===== src/breath_burst_pause_led_assert.svh =====
// ----------------------------------------------------------------------------
// breath_burst_pause_led_assert
// Assertion macros shared by the RTL of the breathing LED block.
// ----------------------------------------------------------------------------
`ifndef BREATH_BURST_PAUSE_LED_ASSERT_SVH
`define BREATH_BURST_PAUSE_LED_ASSERT_SVH

// Clocked check, suppressed while reset is held.
`define BBPL_ASSERT(label, clk, rst_n, prop) \
    label: assert property (@(posedge clk) disable iff (!rst_n) prop) \
        else $error("bbpl assertion failed");

// Clocked check that also holds during reset.
`define BBPL_ASSERT_ALWAYS(label, clk, prop) \
    label: assert property (@(posedge clk) prop) \
        else $error("bbpl assertion failed");

`endif


===== src/bbpl_pkg.sv =====
// ----------------------------------------------------------------------------
// bbpl_pkg
// Widths, register indexes, reset values and divider handshake types for the
// burst-and-pause breathing LED generator.
// ----------------------------------------------------------------------------
package bbpl_pkg;

    localparam int LEVEL_W    = 12;
    localparam int PERIOD_W   = 16;
    localparam int REPEAT_W   = 8;
    localparam int PAUSE_W    = 16;
    localparam int ELAPSED_W  = 8;
    localparam int POS_W      = 25;
    localparam int BURST_W    = 24;
    localparam int NUM_W      = 27;   // ramp numerator: 15-bit offset * 12-bit step
    localparam int MUL_W      = 16;
    localparam int CFG_IDX_W  = 3;
    localparam int CFG_DATA_W = 16;

    localparam logic [CFG_IDX_W-1:0] REG_LEVEL_LOW  = 3'd0;
    localparam logic [CFG_IDX_W-1:0] REG_LEVEL_HIGH = 3'd1;
    localparam logic [CFG_IDX_W-1:0] REG_PERIOD     = 3'd2;
    localparam logic [CFG_IDX_W-1:0] REG_REPEATS    = 3'd3;
    localparam logic [CFG_IDX_W-1:0] REG_PAUSE      = 3'd4;

    localparam logic [LEVEL_W-1:0]  RST_LEVEL_LOW  = 12'd0;
    localparam logic [LEVEL_W-1:0]  RST_LEVEL_HIGH = 12'd4000;
    localparam logic [PERIOD_W-1:0] RST_PERIOD     = 16'd2000;
    localparam logic [REPEAT_W-1:0] RST_REPEATS    = 8'd3;
    localparam logic [PAUSE_W-1:0]  RST_PAUSE      = 16'd3000;

    localparam logic [PERIOD_W-1:0] MIN_PERIOD = 16'd2;

    typedef struct packed {
        logic                start;
        logic [NUM_W-1:0]    dividend;
        logic [PERIOD_W-1:0] divisor;
    } t_div_req;

    typedef struct packed {
        logic                busy;
        logic                done;
        logic [NUM_W-1:0]    quotient;
        logic [PERIOD_W-1:0] remainder;
    } t_div_rsp;

endpackage


===== src/bbpl_div.sv =====
// ----------------------------------------------------------------------------
// bbpl_div
// Restoring unsigned divider, one quotient bit per cycle. A start beat loads
// the operands; done pulses when the last quotient bit is in, with quotient and remainder.
// ----------------------------------------------------------------------------
module bbpl_div
    import bbpl_pkg::*;
(
    input  logic     i_clk,
    input  logic     i_rst_n,
    input  t_div_req i_req,
    output t_div_rsp o_rsp
);

    localparam int CNT_W = $clog2(NUM_W + 1);

    logic                r_busy;
    logic                r_done;
    logic [CNT_W-1:0]    r_count;
    logic [NUM_W-1:0]    r_quo;
    logic [PERIOD_W-1:0] r_rem;
    logic [PERIOD_W-1:0] r_div;

    logic [PERIOD_W:0]   rem_sh;
    logic [PERIOD_W:0]   rem_sub;
    logic                ge;
    logic [PERIOD_W-1:0] n_rem;
    logic [NUM_W-1:0]    n_quo;
    logic                last;

    always_comb begin
        rem_sh  = {r_rem, r_quo[NUM_W-1]};
        rem_sub = rem_sh - {1'b0, r_div};
        ge      = (rem_sh >= {1'b0, r_div});
        n_rem   = ge ? rem_sub[PERIOD_W-1:0] : rem_sh[PERIOD_W-1:0];
        n_quo   = {r_quo[NUM_W-2:0], ge};
        last    = (r_count == CNT_W'(NUM_W - 1));
    end

    always_ff @(posedge i_clk) begin
        if (!i_rst_n) begin
            r_busy  <= 1'b0;
            r_done  <= 1'b0;
            r_count <= '0;
        end else begin
            r_done <= 1'b0;
            if (i_req.start) begin
                r_busy  <= 1'b1;
                r_count <= '0;
            end else if (r_busy) begin
                r_count <= r_count + 1'b1;
                if (last) begin
                    r_busy <= 1'b0;
                    r_done <= 1'b1;
                end
            end
        end
    end

    always_ff @(posedge i_clk) begin
        if (i_req.start) begin
            r_quo <= i_req.dividend;
            r_rem <= '0;
            r_div <= i_req.divisor;
        end else if (r_busy) begin
            r_quo <= n_quo;
            r_rem <= n_rem;
        end
    end

    assign o_rsp.busy      = r_busy;
    assign o_rsp.done      = r_done;
    assign o_rsp.quotient  = r_quo;
    assign o_rsp.remainder = r_rem;

endmodule


===== src/breath_burst_pause_led.sv =====
// ----------------------------------------------------------------------------
// breath_burst_pause_led
// Burst-and-pause breathing LED level generator with triangle ramps.
// ----------------------------------------------------------------------------
// Usage:
//   Input channel (i_valid / o_stall / i_elapsed_ms): one beat per time tick,
//   carrying the milliseconds since the previous tick. Each tick yields one
//   beat on the output channel (o_valid / i_stall / o_level).
//   Config channel (i_cfg_valid / o_cfg_ready / i_cfg_index / i_cfg_data):
//   0 level_low, 1 level_high, 2 breath_period_ms, 3 breath_repeats,
//   4 pause_ms. Write only while no tick is in flight; the new cycle length
//   applies from the next tick on.
//   On the breath ramp a tick takes two passes of the shared divider (phase
//   modulo, then ramp scaling); when the position falls in the pause or the
//   period is below MIN_PERIOD, the level is level_low and no division runs.
//   o_stall stays high while a tick is being worked, so a new tick is
//   taken in the cycle after the level loads.
//   A finished level waits in the output register; the next tick is taken
//   meanwhile and its result waits in the final state until the output frees.
//   Reset (synchronous, active low) clears the cycle position to zero,
//   restores register defaults and drops any pending output.
// ----------------------------------------------------------------------------
`include "breath_burst_pause_led_assert.svh"

module breath_burst_pause_led
    import bbpl_pkg::*;
(
    input  logic                  i_clk,
    input  logic                  i_rst_n,
    input  logic                  i_valid,
    output logic                  o_stall,
    input  logic [ELAPSED_W-1:0]  i_elapsed_ms,
    output logic                  o_valid,
    input  logic                  i_stall,
    output logic [LEVEL_W-1:0]    o_level,
    input  logic                  i_cfg_valid,
    output logic                  o_cfg_ready,
    input  logic [CFG_IDX_W-1:0]  i_cfg_index,
    input  logic [CFG_DATA_W-1:0] i_cfg_data
);

    localparam logic [3:0] S_IDLE       = 4'd0;
    localparam logic [3:0] S_MUL_BURST  = 4'd1;
    localparam logic [3:0] S_WRAP       = 4'd2;
    localparam logic [3:0] S_CHECK      = 4'd3;
    localparam logic [3:0] S_MOD_START  = 4'd4;
    localparam logic [3:0] S_MOD_WAIT   = 4'd5;
    localparam logic [3:0] S_RAMP       = 4'd6;
    localparam logic [3:0] S_MUL_RAMP   = 4'd7;
    localparam logic [3:0] S_RAMP_START = 4'd8;
    localparam logic [3:0] S_RAMP_WAIT  = 4'd9;
    localparam logic [3:0] S_OUT        = 4'd10;

    logic [LEVEL_W-1:0]  r_level_low;
    logic [LEVEL_W-1:0]  r_level_high;
    logic [PERIOD_W-1:0] r_period;
    logic [REPEAT_W-1:0] r_repeats;
    logic [PAUSE_W-1:0]  r_pause;

    logic [3:0]          r_state;
    logic [POS_W:0]      r_sum;
    logic [POS_W-1:0]    r_pos;
    logic [BURST_W-1:0]  r_burst;
    logic [POS_W-1:0]    r_total;
    logic [PERIOD_W-1:0] r_phase;
    logic [MUL_W-1:0]    r_off;
    logic [PERIOD_W-1:0] r_den;
    logic [LEVEL_W-1:0]  r_mag;
    logic [LEVEL_W-1:0]  r_base;
    logic                r_neg;
    logic [NUM_W-1:0]    r_num;
    logic [LEVEL_W-1:0]  r_result;
    logic [LEVEL_W-1:0]  r_level;
    logic                r_o_valid;

    logic [MUL_W-1:0]    mul_a;
    logic [MUL_W-1:0]    mul_b;
    logic [2*MUL_W-1:0]  product;
    logic [POS_W-1:0]    total;
    logic [PERIOD_W-1:0] half;
    logic                up;
    logic [LEVEL_W-1:0]  absd;
    logic [LEVEL_W-1:0]  quo;
    logic                out_load;
    t_div_req            div_req;
    t_div_rsp            div_rsp;

    bbpl_div u_div (
        .i_clk   (i_clk),
        .i_rst_n (i_rst_n),
        .i_req   (div_req),
        .o_rsp   (div_rsp)
    );

    // Shared multiplier: burst length first, ramp numerator later.
    always_comb begin
        if (r_state == S_MUL_BURST) begin
            mul_a = {{(MUL_W-REPEAT_W){1'b0}}, r_repeats};
            mul_b = r_period;
        end else begin
            mul_a = r_off;
            mul_b = {{(MUL_W-LEVEL_W){1'b0}}, r_mag};
        end
        product = mul_a * mul_b;
    end

    always_comb begin
        div_req.start = (r_state == S_MOD_START) || (r_state == S_RAMP_START);
        if (r_state == S_MOD_START) begin
            div_req.dividend = {{(NUM_W-BURST_W){1'b0}}, r_pos[BURST_W-1:0]};
            div_req.divisor  = r_period;
        end else begin
            div_req.dividend = r_num;
            div_req.divisor  = r_den;
        end
    end

    always_comb begin
        total    = {1'b0, r_burst} + {{(POS_W-PAUSE_W){1'b0}}, r_pause};
        half     = r_period >> 1;
        up       = (r_level_high >= r_level_low);
        absd     = up ? (r_level_high - r_level_low) : (r_level_low - r_level_high);
        quo      = div_rsp.quotient[LEVEL_W-1:0];
        out_load = (r_state == S_OUT) && (!r_o_valid || !i_stall);
    end

    // Configuration registers
    always_ff @(posedge i_clk) begin
        if (!i_rst_n) begin
            r_level_low  <= RST_LEVEL_LOW;
            r_level_high <= RST_LEVEL_HIGH;
            r_period     <= RST_PERIOD;
            r_repeats    <= RST_REPEATS;
            r_pause      <= RST_PAUSE;
        end else if (i_cfg_valid) begin
            case (i_cfg_index)
                REG_LEVEL_LOW:  r_level_low  <= i_cfg_data[LEVEL_W-1:0];
                REG_LEVEL_HIGH: r_level_high <= i_cfg_data[LEVEL_W-1:0];
                REG_PERIOD:     r_period     <= i_cfg_data[PERIOD_W-1:0];
                REG_REPEATS:    r_repeats    <= i_cfg_data[REPEAT_W-1:0];
                REG_PAUSE:      r_pause      <= i_cfg_data[PAUSE_W-1:0];
                default: ;
            endcase
        end
    end

    // Sequencer and control state
    always_ff @(posedge i_clk) begin
        if (!i_rst_n) begin
            r_state   <= S_IDLE;
            r_pos     <= '0;
            r_o_valid <= 1'b0;
        end else begin
            if (r_o_valid && !i_stall) begin
                r_o_valid <= 1'b0;
            end
            case (r_state)
                S_IDLE: begin
                    if (i_valid) begin
                        r_state <= S_MUL_BURST;
                    end
                end
                S_MUL_BURST: r_state <= S_WRAP;
                S_WRAP: begin
                    // wrap to zero once the cycle length is reached or passed
                    if (r_sum >= {1'b0, total}) begin
                        r_pos <= '0;
                    end else begin
                        r_pos <= r_sum[POS_W-1:0];
                    end
                    r_state <= S_CHECK;
                end
                S_CHECK: begin
                    if (r_pos >= {1'b0, r_burst} || r_period < MIN_PERIOD) begin
                        r_state <= S_OUT;
                    end else begin
                        r_state <= S_MOD_START;
                    end
                end
                S_MOD_START: r_state <= S_MOD_WAIT;
                S_MOD_WAIT: begin
                    if (div_rsp.done) begin
                        r_state <= S_RAMP;
                    end
                end
                S_RAMP:       r_state <= S_MUL_RAMP;
                S_MUL_RAMP:   r_state <= S_RAMP_START;
                S_RAMP_START: r_state <= S_RAMP_WAIT;
                S_RAMP_WAIT: begin
                    if (div_rsp.done) begin
                        r_state <= S_OUT;
                    end
                end
                S_OUT: begin
                    if (out_load) begin
                        r_o_valid <= 1'b1;
                        r_state   <= S_IDLE;
                    end
                end
                default: r_state <= S_IDLE;
            endcase
        end
    end

    // Datapath registers
    always_ff @(posedge i_clk) begin
        case (r_state)
            S_IDLE: begin
                r_sum <= {1'b0, r_pos} + {{(POS_W+1-ELAPSED_W){1'b0}}, i_elapsed_ms};
            end
            S_MUL_BURST: r_burst <= product[BURST_W-1:0];
            S_WRAP:      r_total <= total;
            S_CHECK:     r_result <= r_level_low;
            S_MOD_WAIT: begin
                if (div_rsp.done) begin
                    r_phase <= div_rsp.remainder;
                end
            end
            S_RAMP: begin
                r_mag <= absd;
                if (r_phase <= half) begin
                    r_off  <= r_phase;
                    r_den  <= half;
                    r_base <= r_level_low;
                    r_neg  <= !up;
                end else begin
                    r_off  <= r_phase - half;
                    r_den  <= r_period - half;
                    r_base <= r_level_high;
                    r_neg  <= up;
                end
            end
            S_MUL_RAMP: r_num <= product[NUM_W-1:0];
            S_RAMP_WAIT: begin
                if (div_rsp.done) begin
                    r_result <= r_neg ? (r_base - quo) : (r_base + quo);
                end
            end
            default: ;
        endcase
        if (out_load) begin
            r_level <= r_result;
        end
    end

    assign o_stall     = (r_state != S_IDLE);
    assign o_valid     = r_o_valid;
    assign o_level     = r_level;
    assign o_cfg_ready = 1'b1;

    `BBPL_ASSERT(a_pos_in_cycle, i_clk, i_rst_n,
                 (r_state == S_CHECK) |-> (r_pos < r_total || r_pos == '0))
    `BBPL_ASSERT(a_phase_below_period, i_clk, i_rst_n, (r_state == S_RAMP) |-> (r_phase < r_period))
    `BBPL_ASSERT(a_valid_from_out, i_clk, i_rst_n, $rose(r_o_valid) |-> $past(r_state == S_OUT))
    `BBPL_ASSERT(a_div_idle_on_start, i_clk, i_rst_n, div_req.start |-> !div_rsp.busy)
    `BBPL_ASSERT_ALWAYS(a_reset_clears, i_clk, !i_rst_n |=> (r_state == S_IDLE && !r_o_valid))

endmodule

===== config.mk =====
export PLATFORM = sky130hd
export DESIGN_NAME = breath_burst_pause_led
export DESIGN_NICKNAME = d
export VERILOG_FILES = /design/src/bbpl_pkg.sv /design/src/bbpl_div.sv /design/src/breath_burst_pause_led.sv
export VERILOG_INCLUDE_DIRS = /design/src /design/src/src
export SDC_FILE = /design/constraint.sdc
export NUM_CORES = 1
export LEC_CHECK = 0
export BUFFER_PORTS_ARGS = -buffer_cell sky130_fd_sc_hd__buf_4
export CAP_MARGIN = 20
export CORE_AREA = 2 2 264 266
export CTS_CLUSTER_DIAMETER = 60
export DETAILED_ROUTE_END_ITERATION = 10
export DIE_AREA = 0 0 266 268
export PLACE_DENSITY_LB_ADDON = 0.08
export SLEW_MARGIN = 30
export SYNTH_ARGS = -nofsm -noshare
export SYNTH_HDL_FRONTEND = slang
export SYNTH_SLANG_ARGS = --single-unit

===== constraint.sdc =====
create_clock -name i_clk -period 10.2 [get_ports i_clk]
set_input_delay 1.53 -clock i_clk [delete_from_list [all_inputs] [get_ports i_clk]]
set_output_delay 1.53 -clock i_clk [all_outputs]
set_load 0.01 [all_outputs]

-- Word level (Yosys, flattened, before mapping)
Index checks and enable logic that the tools add are counted.
Widths: inputs -> output; s select.
- reduce and logical (&&, ||, !) cells: 23
- multipliers: 1
- shifts and indexed selects: 0
- magnitude comparators: 6
- muxes and demuxes: 28
- bitwise logic cells: 2
- div/mod/pow operators: 0
- equality and inequality tests: 19
- $add $sub $neg: 10
- operator list (kind ; count):
    $mux 16 ; 4
    $mux 27 ; 2
    $mux 12 ; 4
    $pmux 4 s11 ; 1
    $mux 43 ; 1
    $sub 12x12->12 ; 3
    $sub 16x15->16 ; 2
    $mul 16x16->27 ; 1
    $add 25x8->26 ; 1
    $ge 26x25->1 ; 1
    $add 24x16->25 ; 1
    $ge 25x24->1 ; 1
    $mux 25 ; 1
    $pmux 12 s2 ; 1
    $mux 4 ; 5
    $ge 17x16->1 ; 1
    $eq 4x3->1 const B ; 4
    $le 16x15->1 ; 1
    $lt 16x2->1 const B ; 1
    $sub 16x16->16 ; 1
    $mux 15 ; 1
    $reduce_and 2->1 ; 7
    $add 12x12->12 ; 1
    $eq 4x4->1 const B ; 3
    other kinds (22) ; 40
- bits of input ports: 32
- bits in read-only memories: 0
- flip-flop bits (word level): 334
- memories: 0
- latch bits: 0
- bits in writable memories: 0
- output and inout bits: 15
- word-level logic and storage cells: 115

-- Depth between registers and ports, before layout
- depth after elaboration: 5
- gate-level depth with buffers: 28

-- Hierarchy
From an unflattened synthesis, not the netlist that was laid out.
- cells, all modules: 2884
- area total of the unflattened synthesis: 27392.5 µm²
- modules (own cells, without submodules) (module ; area each (µm²) ; cells an instance ; instances ; sequential area each (µm²)):
    breath_burst_pause_led ; 23749.0 ; 2541 ; 1 ; 7106.8
    bbpl_div ; 3643.5 ; 343 ; 1 ; 1751.7

-- Worst setup path before layout
Ideal clock, no wire load.
- kind: register to register
- start: register r_state[0]
- end: register r_num[26] (data pin)
- setup time: 261 ps
- cell stages (with the launch flop): 25
- clock period less this slack: 7205 ps
- setup slack: 2995 ps
- data arrival time: 6944 ps
- path through: dfxtp_1 buf_2 nor2b_1 nand2_1 inv_1 buf_2 clkbuf_1 nand3_1 fa_1 fa_1 inv_1 fa_1 fa_1 fa_1 inv_1 fa_1 inv_1 ha_1 a21oi_1 o21ai_0 a21oi_1 a21oi_1 o21ai_0 nor3_1 a311o_1
- word-level cells in the longest chain between the ends: 3
- elaborated cells on any way between the ends: 4
- RTL lines (item ; RTL line ; text):
    start, declared ; breath_burst_pause_led.sv:60 ; logic [3:0] r_state;
    start signal, assigned ; breath_burst_pause_led.sv:150 ; r_state <= S_IDLE;
    start signal, assigned ; breath_burst_pause_led.sv:160 ; r_state <= S_MUL_BURST;
    start signal, assigned ; breath_burst_pause_led.sv:163 ; S_MUL_BURST: r_state <= S_WRAP;
    $eq 4x1->1 (*) ; breath_burst_pause_led.sv:97 ; if (r_state == S_MUL_BURST) begin
    $mux 16 ; breath_burst_pause_led.sv:97 ;
    $mul 16x16->27 (*) ; breath_burst_pause_led.sv:104 ; product = mul_a * mul_b;
    via product[26] ; breath_burst_pause_led.sv:78 ; logic [2*MUL_W-1:0] product;
    end signal, assigned ; breath_burst_pause_led.sv:233 ; S_MUL_RAMP: r_num <= product[NUM_W-1:0];
    end, declared ; breath_burst_pause_led.sv:71 ; logic [NUM_W-1:0] r_num;
The timed path passes the listed nets; every way through them passes the cells marked *.
A chain may end at the register's enable or synchronous reset.

-- Final worst setup path
- start: register r_state[0]
- end: register r_num[25] (data pin)
Same word-level chain as after synthesis.

==> metrics.md <==
| Metric | Value |
|---|---|
| Status | `complete, no violations` |
| Slew HR | `a little over a third` |
| Reg power frac | `27.0%` |
| Crit Reg-Reg Endpoint | `r_num[25]` |
| Post-place setup slack | `1.96 ns` |
| Root buffer cell | `clkbuf_16` |
| Cts hold-fix bufs | `0` |
| Crit end category | `register` |
| Internal power | `0.00436 W` |
| Register area share after synthesis | `32.7%` |
| Post-CTS Resized | `0` |
| Crit path cell chain | `nor2b_1 -> nand2_1 -> buf_4 -> inv_2 -> mux2i_1 -> nor2_1 -> fa_1 -> inv_1 -> fa_1 -> fa_1 -> fa_1 -> inv_1 -> fa_1 -> inv_1 -> fa_1 -> inv_1 -> ha_1 -> a2111oi_0 -> a2111oi_0 -> o31a_1 -> o41ai_2 -> xnor2_1` |
| Setup bufs post-CTS | `0` |
| Hold crit path type | `register to register` |
| CTS HTree Levels | `2` |
| Met3 Track Usage GR | `between 3 and 4%` |
| TritonRoute pass-1 iters | `5` |
| Fmax | `119 MHz` |
| Clock power frac | `about a fifth` |
| Distinct cell type count after synthesis | `86` |
| Period utilization | `82.2%` |
| First-pass GRT wire length | `120 mm` |
| PnR worst setup slack | `around 1.8 ns` |
| Core ar. | `0.0682 mm²` |
| Chip width | `266 µm` |
| DR vias/cell | `around 5.3` |
| Fin crit period | `8.38 ns` |
| DIE HEIGHT | `268 µm` |
| Inserted Clock Buffers | `42` |
| Mapped cell area | `~0.027 mm²` |
| Share of layout cells above drive strength 1 | `6.38%` |
| Critical path peak fanout | `41` |
| DP HPWL | `60.2 mm` |
| Most Frequent Cell on Critical Path | `fa_1` |
| Reg2Reg Depth | `22` |
| Flops & latches, synth | `334` |
| Ant diodes | `0` |
| Final ANT Viol Nets | `0` |
| Post-synth EDFFs | `217` |
| Detailed router's first-iteration violation count | `between 1000 and 1500` |
| Avg Inst Size Synth | `9.42 µm²` |
| Setup crit end | `r_num[25]` |
| CTS tree | `done` |
| CTS Sinks | `~330` |
| DRC | `0` |
| Hold Fails Final Rpt | `0` |
| TNS Setup | `0 ns` |
| Ys async rst share | `0%` |
| CP Launch Type | `register` |
| Flop-to-flop setup slack | `between 1.5 and 2 ns` |
| Critical Path Source | `r_state[0]` |
| Area added between synthesis and finish | `9.92%` |
| Gpl congestion | `0.887` |
| Power Total | `about 0.0075 W` |
| WL final | `76.5 mm` |
| Crit Path Class | `register to register` |
| Later-pin clock latency in the skew report | `0.59 ns` |
| LEAKAGE | `12.8 nW` |
| Fill cell count | `6690` |
| Reg area | `0.00886 mm²` |
| Yosys warns | `0` |
| Ys flop type | `edfxtp_1` |
| Max_cap viols | `0` |
| Vias in the first global route | `20700` |
| Crit path required time | `approximately 11 ns` |
| CP max-delay cell | `mux2i_1` |
| Grt ovf | `0` |
| Switch share | `42.0%` |
| Initial Util | `39.8%` |
| # setup viols final | `0` |
| Peak supply drop | `0.201 mV` |
| RSZ-0062 raised after global routing | `false` |
| Drt wl/cell | `20.0 µm` |
| Worst Max-Slew Pin Slew | `0.977 ns` |
| P per Cell Area | `252 mW/mm²` |
| Post-layout util | `43.7%` |
| CP max stage delay | `0.73 ns` |
| Gate Count Post-Synth | `2880` |
| Ports | `47` |
| GR Util met1 | `slightly below 30%` |
| Combinational share of power | `53.7%` |
| Rows | `96` |
| Commonest non-fill, non-tap cells in the layout | `nand2_1 (408), inv_1 (385), ha_1 (244)` |
| Die area | `0.0713 mm²` |
| R2r startpoint | `r_state[0]` |
| Aggregate global-route resource usage | `21.8%` |
| PortBufs | `45` |
| CP arrival | `approximately 8.7 ns` |
| Fin nets | `3383` |
| Largest net degree at the start of global routing | `58` |
| Deepest clock path buffer count | `3` |
| Area of the multi-input gates | `around 0.017 mm²` |
| Most Used Layer, Global Route | `met2` |
| M2 GR Usage | `about 37%` |
| Worst-path clk slew | `0.06 ns` |
| Max-slew violation count | `0` |
| Initial antenna violation count | `0` |
| NetSw | `approximately 0.0032 W` |
| Commonest non-fill, non-tap cell in the layout | `nand2_1` |
| Vias post-DR | `20300` |
| Clock Skews | `0.0519 ns` |
synth_stat cells (7+ instances only):
master / n / area, µm²
a211oi_1: 20 / 150
clkbuf_1: 81 / 304
or3_1: 10 / 62.6
nor4_1: 13 / 81.3
o2111ai_1: 10 / 87.6
o21ai_1: 8 / 40.0
nor2b_1: 34 / 213
xor2_1: 42 / 368
o21a_1: 18 / 135
nor2_1: 163 / 612
or2_2: 11 / 68.8
xnor2_1: 90 / 788
inv_1: 386 / 1450
nand2_1: 408 / 1530
fa_1: 194 / 3880
ha_1: 244 / 3050
nand3_1: 43 / 215
a21oi_1: 120 / 601
and2_1: 43 / 269
mux2i_1: 54 / 541
buf_2: 12 / 60.1
o31ai_1: 13 / 97.6
o211ai_1: 23 / 173
mux2_2: 19 / 214
edfxtp_1: 217 / 6520
a21o_1: 37 / 278
nand2b_1: 20 / 125
dfxtp_1: 117 / 2340
nor3_1: 30 / 150
a31oi_1: 10 / 62.6
nand4_1: 23 / 144
o21ai_0: 156 / 781
a21boi_0: 52 / 390
and3_1: 47 / 294
nand3b_1: 7 / 52.6
o21bai_1: 9 / 67.6
worst min-delay path by stage:
stage / from / end / slack, ns / cells after the start
after detailed placement: r_result[3] / o_level[3] / 0.41 / 0
after floorplan: r_result[0] / o_level[0] / 0.40 / 0
final: r_result[8] / o_level[8] / 0.42 / 0
after global routing: r_result[3] / o_level[3] / 0.43 / 0
after CTS: r_result[8] / o_level[8] / 0.42 / 0
after global placement: r_result[9] / o_level[9] / 0.40 / 0
worst max-delay path, delay by kind of cell (launching register included):
kind	cells	cell delay, ns
simple gates	3	0.58
compound gates	4	1.54
xor+xnor	1	0.10
mux	1	0.73
fa+ha+maj	7	3.40
flops	1	0.70
buf+inv	6	1.05
final cells by class:
cell class	instances	area share, %
timing repair buffer	69	1.74
clock inverter	27	0.793
clock buffer	51	3.67
sequential	334	29.7
multi-input combinational	2080	55.5
tap	882	3.70
inverter	386	4.86
metal layers:
metal	share of wire, %	wire length, µm	vias to the layer above
li1	-	-	9802
met1	46	34900	9928
met2	47	35800	419
met3	4.3	3260	122
met4	3.3	2510	0
met5	0	0	-
sequential cells by signal, summed over array words and instances (netlist names), 12 cells and up:
register / cells
o_level: 12
r_base: 12
r_burst: 24
r_den: 16
r_level_high: 12
r_level_low: 12
r_mag: 12
r_num: 27
r_off: 16
r_pause: 16
r_period: 16
r_phase: 16
r_pos: 25
r_result: 12
r_sum: 26
u_div.r_div: 16
u_div.r_quo: 27
u_div.r_rem: 16
through the flow:
step | cells | instance area, µm² | hold slack, ns
finish | 3829 | 29800 | 0.418
global route | 3829 | 29800 | 0.427
CTS | 3829 | 29800 | 0.416
detailed placement | 3751 | 28500 | 0.405
global placement | 3751 | 28500 | 0.401
floorplan | 2897 | 27200 | 0.400
cells by family (layout without fill, tap and decap cells):
| family | count (synthesis) | after routing | share of synthesized area (%) |
|---|---|---|---|
| other cells | 2 | 19 | 0.0277 |
| compound gates | 537 | 537 | 12.9 |
| simple gates | 879 | 879 | 15.0 |
| mux | 74 | 74 | 2.83 |
| fa+ha+maj | 439 | 439 | 25.6 |
| flops | 334 | 334 | 32.7 |
| buf+inv | 483 | 533 | 6.78 |
| xor+xnor | 132 | 132 | 4.26 |
power by group through the flow:
stage | clock network, W | logic (W) | registers [W]
after floorplan | 0 | 0.00311 | 0.00199
after global placement | 0 | 0.00395 | 0.00206
after CTS | 0.00148 | 0.00407 | 0.00203
final | 0.00145 | 0.00404 | 0.00203
after detailed placement | 0 | 0.00403 | 0.00206
after global routing | 0.00154 | 0.00467 | 0.00205
Note: power is estimated with default switching activity, not from simulation.
